## config.mk

```make
export PLATFORM = sky130hd
export DESIGN_NAME = button_click_combo_classifier_core
export DESIGN_NICKNAME = d
export VERILOG_FILES = /design/src/hw/rtl/bcc_pkg.sv /design/src/hw/rtl/bcc_lane.sv /design/src/hw/rtl/bcc_combo.sv /design/src/hw/rtl/button_click_combo_classifier_core.sv
export SDC_FILE = /design/constraint.sdc
export NUM_CORES = 2
export LEC_CHECK = 0
export BUFFER_PORTS_ARGS = -buffer_cell sky130_fd_sc_hd__buf_4
export CORE_MARGIN = 4
export CORE_UTILIZATION = 50
export DETAILED_ROUTE_END_ITERATION = 16
export GPL_TIMING_DRIVEN = 1
export HOLD_SLACK_MARGIN = 0.1
export PLACE_DENSITY = 0.66
export SETUP_SLACK_MARGIN = 0.4
export SYNTH_ARGS = -nofsm -noshare
export SYNTH_HDL_FRONTEND = slang
export SYNTH_HIERARCHICAL = 1
export SYNTH_SLANG_ARGS = --single-unit
export TNS_END_PERCENT = 5
```

## constraint.sdc

```tcl
create_clock -name clk -period 15.02 [get_ports clk]
set_input_delay 2.253 -clock clk [delete_from_list [all_inputs] [get_ports clk]]
set_output_delay 2.253 -clock clk [all_outputs]
set_load 0.05 [all_outputs]
```

## src/hw/rtl/bcc_pkg.sv

```systemverilog
// Shared types and constants for the button click/combo classifier.
// Payload structs, event codes, register indexes and combo pair tables.
// No dependencies.
package bcc_pkg;

  localparam int BTN_MAX  = 4;
  localparam int COMBO_N  = 3;
  localparam int CFG_IDX_W = 3;
  localparam int CFG_DATA_W = 16;

  typedef enum logic [1:0] {
    EV_NONE   = 2'd0,
    EV_SHORT  = 2'd1,
    EV_LONG   = 2'd2,
    EV_DOUBLE = 2'd3
  } bcc_event_t;

  localparam logic [CFG_IDX_W-1:0] REG_DEBOUNCE     = 3'd0;
  localparam logic [CFG_IDX_W-1:0] REG_LONG_PRESS   = 3'd1;
  localparam logic [CFG_IDX_W-1:0] REG_DOUBLE_CLICK = 3'd2;
  localparam logic [CFG_IDX_W-1:0] REG_ACTIVE_LOW   = 3'd3;
  localparam logic [CFG_IDX_W-1:0] REG_COMBO_HOLD_A = 3'd4;
  localparam logic [CFG_IDX_W-1:0] REG_COMBO_HOLD_B = 3'd5;
  localparam logic [CFG_IDX_W-1:0] REG_COMBO_HOLD_C = 3'd6;

  localparam logic [15:0] DEBOUNCE_RST     = 16'd50;
  localparam logic [15:0] LONG_PRESS_RST   = 16'd1000;
  localparam logic [15:0] DOUBLE_CLICK_RST = 16'd300;
  localparam logic [3:0]  ACTIVE_LOW_RST   = 4'hF;
  localparam logic [15:0] COMBO_HOLD_A_RST = 16'd2000;
  localparam logic [15:0] COMBO_HOLD_B_RST = 16'd3000;
  localparam logic [15:0] COMBO_HOLD_C_RST = 16'd100;

  // button pairs: combo 0 = 0+1, combo 1 = 2+3, combo 2 = 1+2
  localparam logic [1:0] COMBO_FIRST  [COMBO_N] = '{2'd0, 2'd2, 2'd1};
  localparam logic [1:0] COMBO_SECOND [COMBO_N] = '{2'd1, 2'd3, 2'd2};

  typedef struct packed {
    logic [31:0] now_ms;
    logic [3:0]  raw_levels;
  } bcc_in_t;

  typedef struct packed {
    logic [1:0] event_button0;
    logic [1:0] event_button1;
    logic [1:0] event_button2;
    logic [1:0] event_button3;
    logic [3:0] pressed_mask;
    logic [2:0] combo_fired;
    logic [2:0] combo_holding;
  } bcc_out_t;

  // timing settings shared by all button lanes
  typedef struct packed {
    logic [15:0] debounce_ms;
    logic [15:0] long_press_ms;
    logic [15:0] double_click_ms;
  } bcc_lane_cfg_t;

  typedef struct packed {
    logic [15:0] hold_a_ms;
    logic [15:0] hold_b_ms;
    logic [15:0] hold_c_ms;
  } bcc_combo_cfg_t;

endpackage

```

## src/hw/rtl/bcc_lane.sv

```systemverilog
// One button lane: debounce, press/release edges, short/long/double classification.
// Depends on bcc_pkg.
module bcc_lane import bcc_pkg::*; #(
  parameter int TIME_BITS = 32
) (
  input  logic                 clk,
  input  logic                 rst_n,
  input  logic                 step_en,
  input  logic                 lvl,
  input  logic [TIME_BITS-1:0] now,
  input  bcc_lane_cfg_t        cfg,
  output logic [1:0]           ev,
  output logic                 held_nxt_o
);

  localparam int CW = (TIME_BITS > 17) ? TIME_BITS : 17;

  logic                 prev_raw_r, prev_raw_nxt;
  logic                 stable_r, stable_nxt;
  logic                 held_r, held_nxt;
  logic                 long_r, long_nxt;
  logic [TIME_BITS-1:0] press_r, press_nxt;
  logic [TIME_BITS-1:0] rel_r, rel_nxt;
  logic [TIME_BITS-1:0] chg_r, chg_nxt;
  logic [1:0]           tally_r, tally_nxt;

  logic [TIME_BITS-1:0] el_chg, el_rel, el_press, el_rel_nxt;
  logic [1:0]           tally_inc;
  bcc_event_t           ev_c;

  always_comb begin
    prev_raw_nxt = lvl;
    chg_nxt      = (lvl != prev_raw_r) ? now : chg_r;
    el_chg       = now - chg_nxt;
    el_rel       = now - rel_r;
    el_press     = now - press_r;
    tally_inc    = (tally_r < 2'd3) ? tally_r + 2'd1 : tally_r;
    stable_nxt   = stable_r;
    held_nxt     = held_r;
    long_nxt     = long_r;
    press_nxt    = press_r;
    rel_nxt      = rel_r;
    tally_nxt    = tally_r;
    ev_c         = EV_NONE;
    if (CW'(el_chg) > CW'(cfg.debounce_ms)) begin
      if (lvl != stable_r) begin
        stable_nxt = lvl;
        if (lvl) begin
          held_nxt  = 1'b1;
          press_nxt = now;
          long_nxt  = 1'b0;
          if (CW'(el_rel) < CW'(cfg.double_click_ms)) begin
            if (tally_inc >= 2'd2) begin
              ev_c      = EV_DOUBLE;
              tally_nxt = 2'd0;
            end else begin
              tally_nxt = tally_inc;
            end
          end else begin
            tally_nxt = 2'd1;
          end
        end else begin
          held_nxt = 1'b0;
          rel_nxt  = now;
          if (!long_r && CW'(el_press) < CW'(cfg.long_press_ms) && tally_r == 2'd1) begin
            ev_c = EV_SHORT;
          end
        end
      end else if (held_r && !long_r) begin
        if (CW'(el_press) >= CW'(cfg.long_press_ms)) begin
          ev_c      = EV_LONG;
          long_nxt  = 1'b1;
          tally_nxt = 2'd0;
        end
      end
    end
    // click timeout runs on the updated release time
    el_rel_nxt = now - rel_nxt;
    if (!held_nxt && CW'(el_rel_nxt) > CW'({cfg.double_click_ms, 1'b0})) begin
      tally_nxt = 2'd0;
    end
  end

  always_ff @(posedge clk) begin
    if (!rst_n) begin
      prev_raw_r <= 1'b0;
      stable_r   <= 1'b0;
      held_r     <= 1'b0;
      long_r     <= 1'b0;
      press_r    <= '0;
      rel_r      <= '0;
      chg_r      <= '0;
      tally_r    <= 2'd0;
    end else if (step_en) begin
      prev_raw_r <= prev_raw_nxt;
      stable_r   <= stable_nxt;
      held_r     <= held_nxt;
      long_r     <= long_nxt;
      press_r    <= press_nxt;
      rel_r      <= rel_nxt;
      chg_r      <= chg_nxt;
      tally_r    <= tally_nxt;
    end
  end

  assign ev         = ev_c;
  assign held_nxt_o = held_nxt;

endmodule

```

## src/hw/rtl/bcc_combo.sv

```systemverilog
// Merge stage: evaluates the three two-button combos on the lanes' new held flags.
// Depends on bcc_pkg.
module bcc_combo import bcc_pkg::*; #(
  parameter int TIME_BITS = 32
) (
  input  logic                 clk,
  input  logic                 rst_n,
  input  logic                 step_en,
  input  logic [BTN_MAX-1:0]   held,
  input  logic [TIME_BITS-1:0] now,
  input  bcc_combo_cfg_t       cfg,
  output logic [COMBO_N-1:0]   fired,
  output logic [COMBO_N-1:0]   holding
);

  localparam int CW = (TIME_BITS > 16) ? TIME_BITS : 16;

  logic [COMBO_N-1:0]   act_r, act_nxt;
  logic [COMBO_N-1:0]   done_r, done_nxt;
  logic [COMBO_N-1:0]   both;
  logic [TIME_BITS-1:0] stamp_r   [COMBO_N];
  logic [TIME_BITS-1:0] stamp_nxt [COMBO_N];
  logic [TIME_BITS-1:0] el        [COMBO_N];
  logic [15:0]          hold_ms   [COMBO_N];

  assign hold_ms[0] = cfg.hold_a_ms;
  assign hold_ms[1] = cfg.hold_b_ms;
  assign hold_ms[2] = cfg.hold_c_ms;

  always_comb begin
    for (int k = 0; k < COMBO_N; k++) begin
      both[k]      = held[COMBO_FIRST[k]] && held[COMBO_SECOND[k]];
      el[k]        = now - stamp_r[k];
      act_nxt[k]   = act_r[k];
      done_nxt[k]  = done_r[k];
      stamp_nxt[k] = stamp_r[k];
      fired[k]     = 1'b0;
      if (both[k] && !act_r[k]) begin
        act_nxt[k]   = 1'b1;
        stamp_nxt[k] = now;
        done_nxt[k]  = 1'b0;
      end else if (both[k] && !done_r[k]) begin
        if (CW'(el[k]) >= CW'(hold_ms[k])) begin
          done_nxt[k] = 1'b1;
          fired[k]    = 1'b1;
        end
      end else if (!both[k] && act_r[k]) begin
        act_nxt[k]   = 1'b0;
        stamp_nxt[k] = '0;
        done_nxt[k]  = 1'b0;
      end
      holding[k] = act_nxt[k] && done_nxt[k];
    end
  end

  always_ff @(posedge clk) begin
    if (!rst_n) begin
      act_r  <= '0;
      done_r <= '0;
      for (int k = 0; k < COMBO_N; k++) begin
        stamp_r[k] <= '0;
      end
    end else if (step_en) begin
      act_r  <= act_nxt;
      done_r <= done_nxt;
      for (int k = 0; k < COMBO_N; k++) begin
        stamp_r[k] <= stamp_nxt[k];
      end
    end
  end

endmodule

```

## src/hw/rtl/button_click_combo_classifier_core.sv

```systemverilog
// Top level of the button click/combo classifier: config registers, button
// lanes, combo merge stage and output register. Depends on bcc_pkg, bcc_lane, bcc_combo.
//
//   channel | signals                         | direction
//   in      | in_valid, in_ready, in_data     | item in (bcc_in_t)
//   out     | out_valid, out_ready, out_data  | result out (bcc_out_t)
//   cfg     | cfg_valid, cfg_ready, cfg_index, cfg_data | register write
//
// One item per cycle while in_ready is high: lanes and combo stage update state in the
// accepting cycle, the result appears in the output register in the next cycle.
// in_ready is low only while the output register holds a result not being taken.
// cfg_ready is always high. Synchronous active-low reset of all state but out_data.
module button_click_combo_classifier_core import bcc_pkg::*; #(
  parameter int NUM_BUTTONS = 4,
  parameter int TIME_BITS   = 32
) (
  input  logic                  clk,
  input  logic                  rst_n,
  input  logic                  in_valid,
  output logic                  in_ready,
  input  bcc_in_t               in_data,
  output logic                  out_valid,
  input  logic                  out_ready,
  output bcc_out_t              out_data,
  input  logic                  cfg_valid,
  output logic                  cfg_ready,
  input  logic [CFG_IDX_W-1:0]  cfg_index,
  input  logic [CFG_DATA_W-1:0] cfg_data
);

  bcc_lane_cfg_t  lane_cfg_r;
  bcc_combo_cfg_t combo_cfg_r;
  logic [3:0]     active_low_r;

  logic                 step_en;
  logic [TIME_BITS-1:0] now;
  logic [BTN_MAX-1:0]   lvl;
  logic [BTN_MAX-1:0]   held;
  logic [1:0]           ev [BTN_MAX];
  logic [COMBO_N-1:0]   fired, holding;
  logic                 out_valid_r;
  bcc_out_t             out_data_r;

  assign cfg_ready = 1'b1;

  always_ff @(posedge clk) begin
    if (!rst_n) begin
      lane_cfg_r.debounce_ms     <= DEBOUNCE_RST;
      lane_cfg_r.long_press_ms   <= LONG_PRESS_RST;
      lane_cfg_r.double_click_ms <= DOUBLE_CLICK_RST;
      active_low_r               <= ACTIVE_LOW_RST;
      combo_cfg_r.hold_a_ms      <= COMBO_HOLD_A_RST;
      combo_cfg_r.hold_b_ms      <= COMBO_HOLD_B_RST;
      combo_cfg_r.hold_c_ms      <= COMBO_HOLD_C_RST;
    end else if (cfg_valid) begin
      unique case (cfg_index)
        REG_DEBOUNCE:     lane_cfg_r.debounce_ms     <= cfg_data;
        REG_LONG_PRESS:   lane_cfg_r.long_press_ms   <= cfg_data;
        REG_DOUBLE_CLICK: lane_cfg_r.double_click_ms <= cfg_data;
        REG_ACTIVE_LOW:   active_low_r               <= cfg_data[3:0];
        REG_COMBO_HOLD_A: combo_cfg_r.hold_a_ms      <= cfg_data;
        REG_COMBO_HOLD_B: combo_cfg_r.hold_b_ms      <= cfg_data;
        REG_COMBO_HOLD_C: combo_cfg_r.hold_c_ms      <= cfg_data;
        default: ;
      endcase
    end
  end

  assign in_ready = !out_valid_r || out_ready;
  assign step_en  = in_valid && in_ready;
  assign now      = in_data.now_ms[TIME_BITS-1:0];
  assign lvl      = in_data.raw_levels ^ active_low_r;

  for (genvar i = 0; i < BTN_MAX; i++) begin : g_btn
    if (i < NUM_BUTTONS) begin : g_lane
      bcc_lane #(.TIME_BITS(TIME_BITS)) u_lane (
        .clk        (clk),
        .rst_n      (rst_n),
        .step_en    (step_en),
        .lvl        (lvl[i]),
        .now        (now),
        .cfg        (lane_cfg_r),
        .ev         (ev[i]),
        .held_nxt_o (held[i])
      );
    end else begin : g_unused
      assign ev[i]   = EV_NONE;
      assign held[i] = 1'b0;
    end
  end

  bcc_combo #(.TIME_BITS(TIME_BITS)) u_combo (
    .clk     (clk),
    .rst_n   (rst_n),
    .step_en (step_en),
    .held    (held),
    .now     (now),
    .cfg     (combo_cfg_r),
    .fired   (fired),
    .holding (holding)
  );

  always_ff @(posedge clk) begin
    if (!rst_n) begin
      out_valid_r <= 1'b0;
    end else if (step_en) begin
      out_valid_r <= 1'b1;
    end else if (out_ready) begin
      out_valid_r <= 1'b0;
    end
  end

  always_ff @(posedge clk) begin
    if (step_en) begin
      out_data_r.event_button0 <= ev[0];
      out_data_r.event_button1 <= ev[1];
      out_data_r.event_button2 <= ev[2];
      out_data_r.event_button3 <= ev[3];
      out_data_r.pressed_mask  <= held;
      out_data_r.combo_fired   <= fired;
      out_data_r.combo_holding <= holding;
    end
  end

  assign out_valid = out_valid_r;
  assign out_data  = out_data_r;

endmodule

```

== Word-level counts from Yosys, hierarchy flattened ==
Memories as Yosys holds them, arrays and structs flattened.
Index checks and enable logic that the tools add are counted.

* Add/sub/neg operators: 23
* Bitwise operators: 7
* Reduce and logical (&&, ||, !) cells: 99
* $lt $le $gt $ge: 31
* Eq/ne operators: 26
* Muxes and demuxes: 150

{| class="wikitable"
|+ Operators by type and width
! kind !! count
|-
| 32-bit two-way mux || 28
|-
| 32-bit subtractor || 19
|-
| 32-bit by 16-bit < comparator with 1-bit output || 8
|-
| 32-bit by 16-bit greater-or-equal comparator with 1-bit output || 7
|-
| 32-bit by 16-bit > comparator with 1-bit output || 4
|-
| 32-bit by 17-bit > comparator with 1-bit output || 4
|-
| 2-bit two-way mux || 60
|-
| 1-bit two-way mux || 62
|-
| 5-bit AND reduction || 8
|-
| 1-bit logical AND || 32
|-
| 2-bit nonzero test || 13
|-
| 3-bit nonzero test || 8
|-
| 1-bit logical NOT || 18
|-
| 4-bit AND reduction || 4
|-
| 2-bit AND reduction || 7
|-
| 3-bit inequality test, second input constant || 4
|-
| 3-bit AND reduction || 4
|-
| 3-bit == test, second input constant || 3
|-
| 2-bit by 1-bit adder with 2-bit output, second input constant || 4
|-
| 2-bit by 1-bit == test with 1-bit output, second input constant || 4
|-
| 2-bit greater-or-equal comparator, second input constant || 4
|-
| 2-bit < comparator, second input constant || 4
|-
| 1-bit inequality test || 8
|-
| 2-bit inequality test, second input constant || 4
|-
| 8 further kinds || 15
|}

* Logic and storage cells: 388
* Input bits: 60
* Memories: 1
* Flip-flop bits (word level): 533
* RAM bits: 96

{| class="wikitable"
|+ Memory list
! name !! depth !! bits a word !! rd ports !! clocked after memory_dff !! write ports !! RTL line !! text
|-
| u_combo.stamp_r || 3 || 32 || 3 || 0 || 3 || bcc_combo.sv:21 || <nowiki>logic [TIME_BITS-1:0] stamp_r [COMBO_N];</nowiki>
|}

== Logic depth before layout (Yosys ltp) ==
* Depth after elaboration: 13
* Gate-level depth with buffers: 63
* Gate-level depth less buffers: 58

== By module ==
The synthesis kept the hierarchy.

{| class="wikitable"
|+ Modules (own cells, without submodules)
! module !! area each (um^2) !! sequential area each (um^2) !! times used !! cells an instance
|-
| bcc_lane (g_btn[1].g_lane.u_lane ...) || 13,435.4 || 2,042.0 || 2 || 1,862
|-
| bcc_lane (g_btn[0].g_lane.u_lane) || 13,818.3 || 2,042.0 || 1 || 1,932
|-
| bcc_lane (g_btn[3].g_lane.u_lane) || 13,511.7 || 2,042.0 || 1 || 1,824
|-
| bcc_combo || 11,633.7 || 3,002.9 || 1 || 1,433
|-
| button_click_combo_classifier_core || 4,481.8 || 2,562.5 || 1 || 395
|}

== Least setup slack after synthesis ==
Ideal clock, no wire load.

* Path type: in2reg
* Start point: input port in_data[3] (netlist bit)
* End point: register g_btn[3].g_lane.u_lane.tally_r[1]
* Setup time: 59 ps
* Stages on the path: 53
* Path slack: 1,806 ps
* Arrival time: 13,155 ps
* Path buffers: 8
* Data required time: 14,961 ps
* Cells stage by stage: xor2_1 buf_4 xnor2_2 buf_6 buf_2 buf_1 mux2i_1 ha_1 a21o_1 a21o_1 a21oi_1 nand2_1 a41oi_1 xnor2_1 ha_1 and4_1 a311oi_1 a31o_2 [... 17 more ...] maj3_1 maj3_1 mux2_4 nand2_1 nand2_1 xor2_1 ha_1 inv_1 a21oi_1 o211ai_1 a2111o_1 a211o_1 o41ai_2 or4b_4 a2111oi_4 o2111ai_1 a31oi_1 and2_1

* Word-level cells in the longest chain between the ends: 11

{| class="wikitable"
|+ Ends and longest elaborated chain
! element !! RTL line !! text
|-
| from (decl) || button_click_combo_classifier_core.sv:21 || <nowiki>input bcc_in_t in_data,</nowiki>
|-
| 4-bit XOR (*) || button_click_combo_classifier_core.sv:72 || <nowiki>assign lvl = in_data.raw_levels ^ active_low_r;</nowiki>
|-
| 1-bit inequality test || bcc_lane.sv:33 || <nowiki>chg_nxt = (lvl != prev_raw_r) ? now : chg_r;</nowiki>
|-
| 32-bit two-way mux || bcc_lane.sv:33 ||
|-
| 32-bit subtractor || bcc_lane.sv:34 || <nowiki>el_chg = now - chg_nxt;</nowiki>
|-
| 32-bit by 16-bit > comparator with 1-bit output || bcc_lane.sv:45 || <nowiki>if (CW'(el_chg) > CW'(cfg.debounce_ms)) begin</nowiki>
|-
| 32-bit two-way mux || bcc_lane.sv:45 ||
|-
| 32-bit subtractor || bcc_lane.sv:78 || <nowiki>el_rel_nxt = now - rel_nxt;</nowiki>
|-
| 32-bit by 17-bit > comparator with 1-bit output || bcc_lane.sv:79 || <nowiki>if (!held_nxt && CW'(el_rel_nxt) > CW'({cfg.double_click_ms, 1'b0})) begin</nowiki>
|-
| 1-bit logical AND || bcc_lane.sv:79 ||
|-
| 3-bit inequality test (no source line), or another cell as far along || -- ||
|-
| 5-bit AND reduction (no source line) || -- ||
|-
| to (signal assigned) || bcc_lane.sv:102 || <nowiki>tally_r <= tally_nxt;</nowiki>
|-
| to (decl) || bcc_lane.sv:25 || <nowiki>logic [1:0] tally_r, tally_nxt;</nowiki>
|}

Every way passes the cells marked *; elsewhere a longest branch is shown, timed or not. The select of a mux whose other input is x is not followed.
A chain may end at the register's enable or synchronous reset.

== Worst setup path after layout ==
* Start point: input port in_data[0] (netlist bit)
* End point: register g_btn[0].g_lane.u_lane.tally_r[0]

* Word-level cells in the longest chain between the ends: 11

{| class="wikitable"
|+ Ends and longest elaborated chain
! element !! RTL line !! text
|-
| 4-bit XOR (*) || button_click_combo_classifier_core.sv:72 ||
|-
| via lvl[0] || button_click_combo_classifier_core.sv:37 || <nowiki>logic [BTN_MAX-1:0] lvl;</nowiki>
|-
| 1-bit inequality test (*) || bcc_lane.sv:33 ||
|-
| 32-bit two-way mux (*) || bcc_lane.sv:33 ||
|-
| via g_btn[0].g_lane.u_lane.chg_nxt[0] || bcc_lane.sv:24 || <nowiki>logic [TIME_BITS-1:0] chg_r, chg_nxt;</nowiki>
|-
| 32-bit subtractor (*) || bcc_lane.sv:34 ||
|-
| 32-bit by 16-bit > comparator with 1-bit output (*) || bcc_lane.sv:45 ||
|-
| 32-bit two-way mux (*) || bcc_lane.sv:45 ||
|-
| via g_btn[0].g_lane.u_lane.rel_nxt[1] || bcc_lane.sv:23 || <nowiki>logic [TIME_BITS-1:0] rel_r, rel_nxt;</nowiki>
|-
| 32-bit subtractor (*) || bcc_lane.sv:78 ||
|-
| 32-bit by 17-bit > comparator with 1-bit output (*) || bcc_lane.sv:79 ||
|-
| 1-bit logical AND (*) || bcc_lane.sv:79 ||
|-
| 3-bit inequality test (no source line), or another cell as far along || -- ||
|-
| 5-bit AND reduction (no source line) || -- ||
|-
| to (signal assigned) || bcc_lane.sv:102 ||
|-
| to (decl) || bcc_lane.sv:25 ||
|}

The timed path passes the listed nets; every way through them passes the cells marked *. The select of a mux whose other input is x is not followed.

==> impl_results.md <==
* Die area at 0.1467 mm2
* Status: finished, final reports clean
* DRC at 0
* Critical R2R Launch: active_low_r[0]$_SDFFE_PN1P_
* Initial Utilization at about half
* Share of cells above drive strength 1 at roughly 5.3%
* Fmax at between 0.07 and 0.08 GHz
* Hold Crit Class: reg -> reg
* Final core occ at between 50% and 60%
* Post-synthesis mux area share at ~4.2%
* DR pass1 iterations at 6
* Netlist Area Pre-Place at between 0.07 and 0.08 mm2
* Largest net degree at the start of global routing at 114
* Post-Synthesis Cells at 9308
* Chip width at between 300 and 400 um
* Post-Place Cells at 11000
* Io pins at approximately 80
* Synth cell count leaders: 1115 x nand2_1, 848 x ha_1, 847 x inv_1
* Critical R2R Capture: g_btn[0].g_lane.u_lane/tally_r[0]$_SDFFE_PN0P_
* Worst path required time at 15.65 ns
* Fin cells at 11150
* Root buf cell: clkbuf_16
* Maxcap violations at 0
* Largest family of logic cells by synthesized area: compound AO/OA/AOI/OAI gates
* Crit Path Class: in -> reg
* Synth Area in Compound Gates at a little over a quarter
* Setup slack, reg-to-reg at ~2.5 ns
* Crit end category: flop
* Maximum clock path buffer count at 3
* Final wirelength at 240500 um
* Synth Area in XOR/XNOR at between 4 and 5%
* Static Leak at between 30 and 40 nW
* Async SR Flop Fraction at 0%
* Post-synthesis adder-cell area fraction at 15.77%
* GRT Overall Usage at around a third
* End point of the critical path: g_btn[0].g_lane.u_lane/tally_r[0]$_SDFFE_PN0P_
* PortBufs at just under 80
* Worst-margin pin slew at between 1 and 1.5 ns
* Routed Antenna Nets at 0
* R2r worst-path depth at 53
* Mean post-synth cell area at 7.554 um2
* Critical Path Start Type: input pin
* Clock transition at the registers of the reported paths at 0.06 ns
* Area Overhead vs Synth at 7.198%
* DRT iter0 DRCs at about 5600
* Rows at approximately 140
* Crit path largest cell delay at around 0.48 ns
* Congestion Overflow GR at 0
* Yosys warns at 6
* Peak VDD IR at approximately 0.088 mV
* First-pass GRT wire length at roughly 370000 um
* Tcrit/Tclk final at about nine tenths
* Worst hold margin at between 0.4 and 0.5 ns
* Number of global-route vias before repair at around 64000
* Dpl hpwl at about 180000 um
* Antenna violations before repair at 6
* Dominant cell type by area after synthesis: ha_1
* Crit path time final at 13.70 ns
* CTS tree: built
* CTS Buf Count at 81
* Hold Vio Cnt, Final at 0
* DR WL/cell at about 22 um
* Core Region at approximately 0.14 mm2
* Worst path slowest cell: a2111oi_0
* Synth top area share at between 10% and 20%
* Via count at between 60000 and 70000
* Fin nets at about 10000
* Final setup viols at 0
* Power per cell area at between 90 and 100 mW/mm2
* Slew Viols, Final at 0
* Worst Setup SP: in_data[0]
* Min-delay src: combo_cfg_r[4]$_SDFFE_PN0P_
* Worst-skew pair later-pin latency at between 0.7 and 0.8 ns
* RePlAce Congestion at roughly 0.95
* Yosys reg bits at 629
* Synth area leaders: ha_1 15%, dfxtp_1 15%, nand2_1 6.0%, a21oi_1 5.4%, edfxtp_1 4.9%
* CP arrival at between 10 and 15 ns
* Syn_nets at approximately 10000
* Worst slew margin at roughly a fifth
* Dominant cell by count in the synthesized netlist: nand2_1
* Worst Skew at roughly 0.037 ns
* Seq/Total Area, Yosys at roughly a fifth
* RSZ-0062 raised after global routing: false
* Synth unique cells at approximately 150
* Most used DFF post-synth: dfxtp_1
* Die Y at ~380 um
* Max H-tree Level at 3
* Number of clock sinks at 629
* EDFF count, synth at around 110
* Number of vias per cell at 6.121
* CP Max Fanout at 13
* Simple-Gate Fraction of Synth Area at between 20% and 30%
* Final setup TNS at 0 ns
[power breakdown]
group          internal [W]  switching, W
combinational       0.00129       0.00204
sequential          0.00181     0.0000638
clock               0.00114      0.000883
[timing repair]
| action | CTS | global route |
|---|---|---|
| setup endpoints to repair | 0 | 1 |
| resized for setup | 0 | 1 |
| hold buffers | 0 | 0 |
| buffers inserted | 0 | 0 |
[per-stage QoR]
stage	setup slack (ns)	instance area, um2	power (W)
3_3_place_gp	1.099	72650	0.005118
2_1_floorplan	1.806	70320	0.004337
6_report	1.318	75380	0.007232
4_1_cts	1.447	75360	0.007218
3_5_place_dp	0.7763	72650	0.005161
5_1_grt	0.4916	75370	0.007707
[registers in the layout, summed over array words and instances, names as in the netlist]
register                        count
g_btn.g_lane.u_lane/rel_r         128
g_btn.g_lane.u_lane/stable_r        4
u_combo/stamp_r                    96
out_valid                           1
g_btn.g_lane.u_lane/press_r       128
g_btn.g_lane.u_lane/prev_raw_r      4
g_btn.g_lane.u_lane/chg_r         128
out_data                           18
u_combo/act_r                       3
active_low_r                        4
u_combo/done_r                      3
combo_cfg_r                        48
g_btn.g_lane.u_lane/long_r          4
lane_cfg_r                         48
g_btn.g_lane.u_lane/tally_r         8
g_btn.g_lane.u_lane/held_r          4
[layout by cell type, fill, tap and decap left out, types with 28 or more instances in the layout]
cell,n
xor2_1,131
a21o_1,220
o2111ai_1,41
nor3b_1,30
mux2i_1,271
dfxtp_1,515
nor2_1,578
nor4_1,48
clkbuf_16,81
a211oi_1,58
o211a_1,149
buf_4,181
nand3_1,196
xnor2_1,250
o21ai_0,418
nand2b_1,163
o22ai_1,34
o211ai_1,67
edfxtp_1,114
o21ai_1,30
a31oi_1,71
a2111oi_0,32
inv_1,847
o31ai_1,41
a21oi_1,760
or3_1,34
and3_1,76
nor3_1,160
o21a_1,155
a21boi_0,255
nand2_1,1113
a221oi_1,28
and2_1,168
ha_1,848
nor2b_1,229
nand4_1,140
o21bai_1,95
[cell families after synthesis]
| group | after synthesis |
|---|---|
| multiplexers | 290 |
| other | 1 |
| XOR/XNOR | 389 |
| buffers and inverters | 1217 |
| adder cells (fa/ha/maj) | 881 |
| AND/OR/NAND/NOR | 3114 |
| AO/OA/AOI/OAI | 2787 |
| flip-flops | 629 |
[critical path: cells and delay by family]
family / cells / cell delay [ns]
buffers and inverters: 4 / 0.51
AND/OR/NAND/NOR: 18 / 4.02
adder cells (fa/ha/maj): 5 / 1.56
XOR/XNOR: 4 / 0.83
AO/OA/AOI/OAI: 23 / 5.12
[metal layers]
layer / global-route usage [%] / up-vias / routed length, um
met1: 42.44 / 32330 / 107200
met4: 13.50 / 0 / 11170
li1: - / 33200 / -
met5: 0 / - / 0
met3: 3.825 / 407 / 16510
met2: 50.63 / 2312 / 105600
[worst min path at each step]
stage / slack (ns) / cells after the start / end
floorplan: 0.43 / 2 / combo_cfg_r[35]$_SDFFE_PN0P_
global placement: 0.45 / 2 / combo_cfg_r[15]$_SDFFE_PN0P_
detailed placement: 0.45 / 2 / combo_cfg_r[4]$_SDFFE_PN0P_
CTS: 0.46 / 2 / combo_cfg_r[4]$_SDFFE_PN0P_
global route: 0.48 / 2 / g_btn[2].g_lane.u_lane/press_r[25]$_SDFFE_PN0P_
finish: 0.46 / 2 / combo_cfg_r[4]$_SDFFE_PN0P_
[final cells by class]
type	count	area, um2
clock buffers	111	2260
fillers	13600	64150
well taps	1876	2347
repair buffers	183	1394
diodes	4	10.01
inverters	848	3183
flip-flops and latches	629	13730
multi-input cells	7462	52000
clock inverters	38	450.4
No activity file was read; power rests on OpenSTA's default activity.
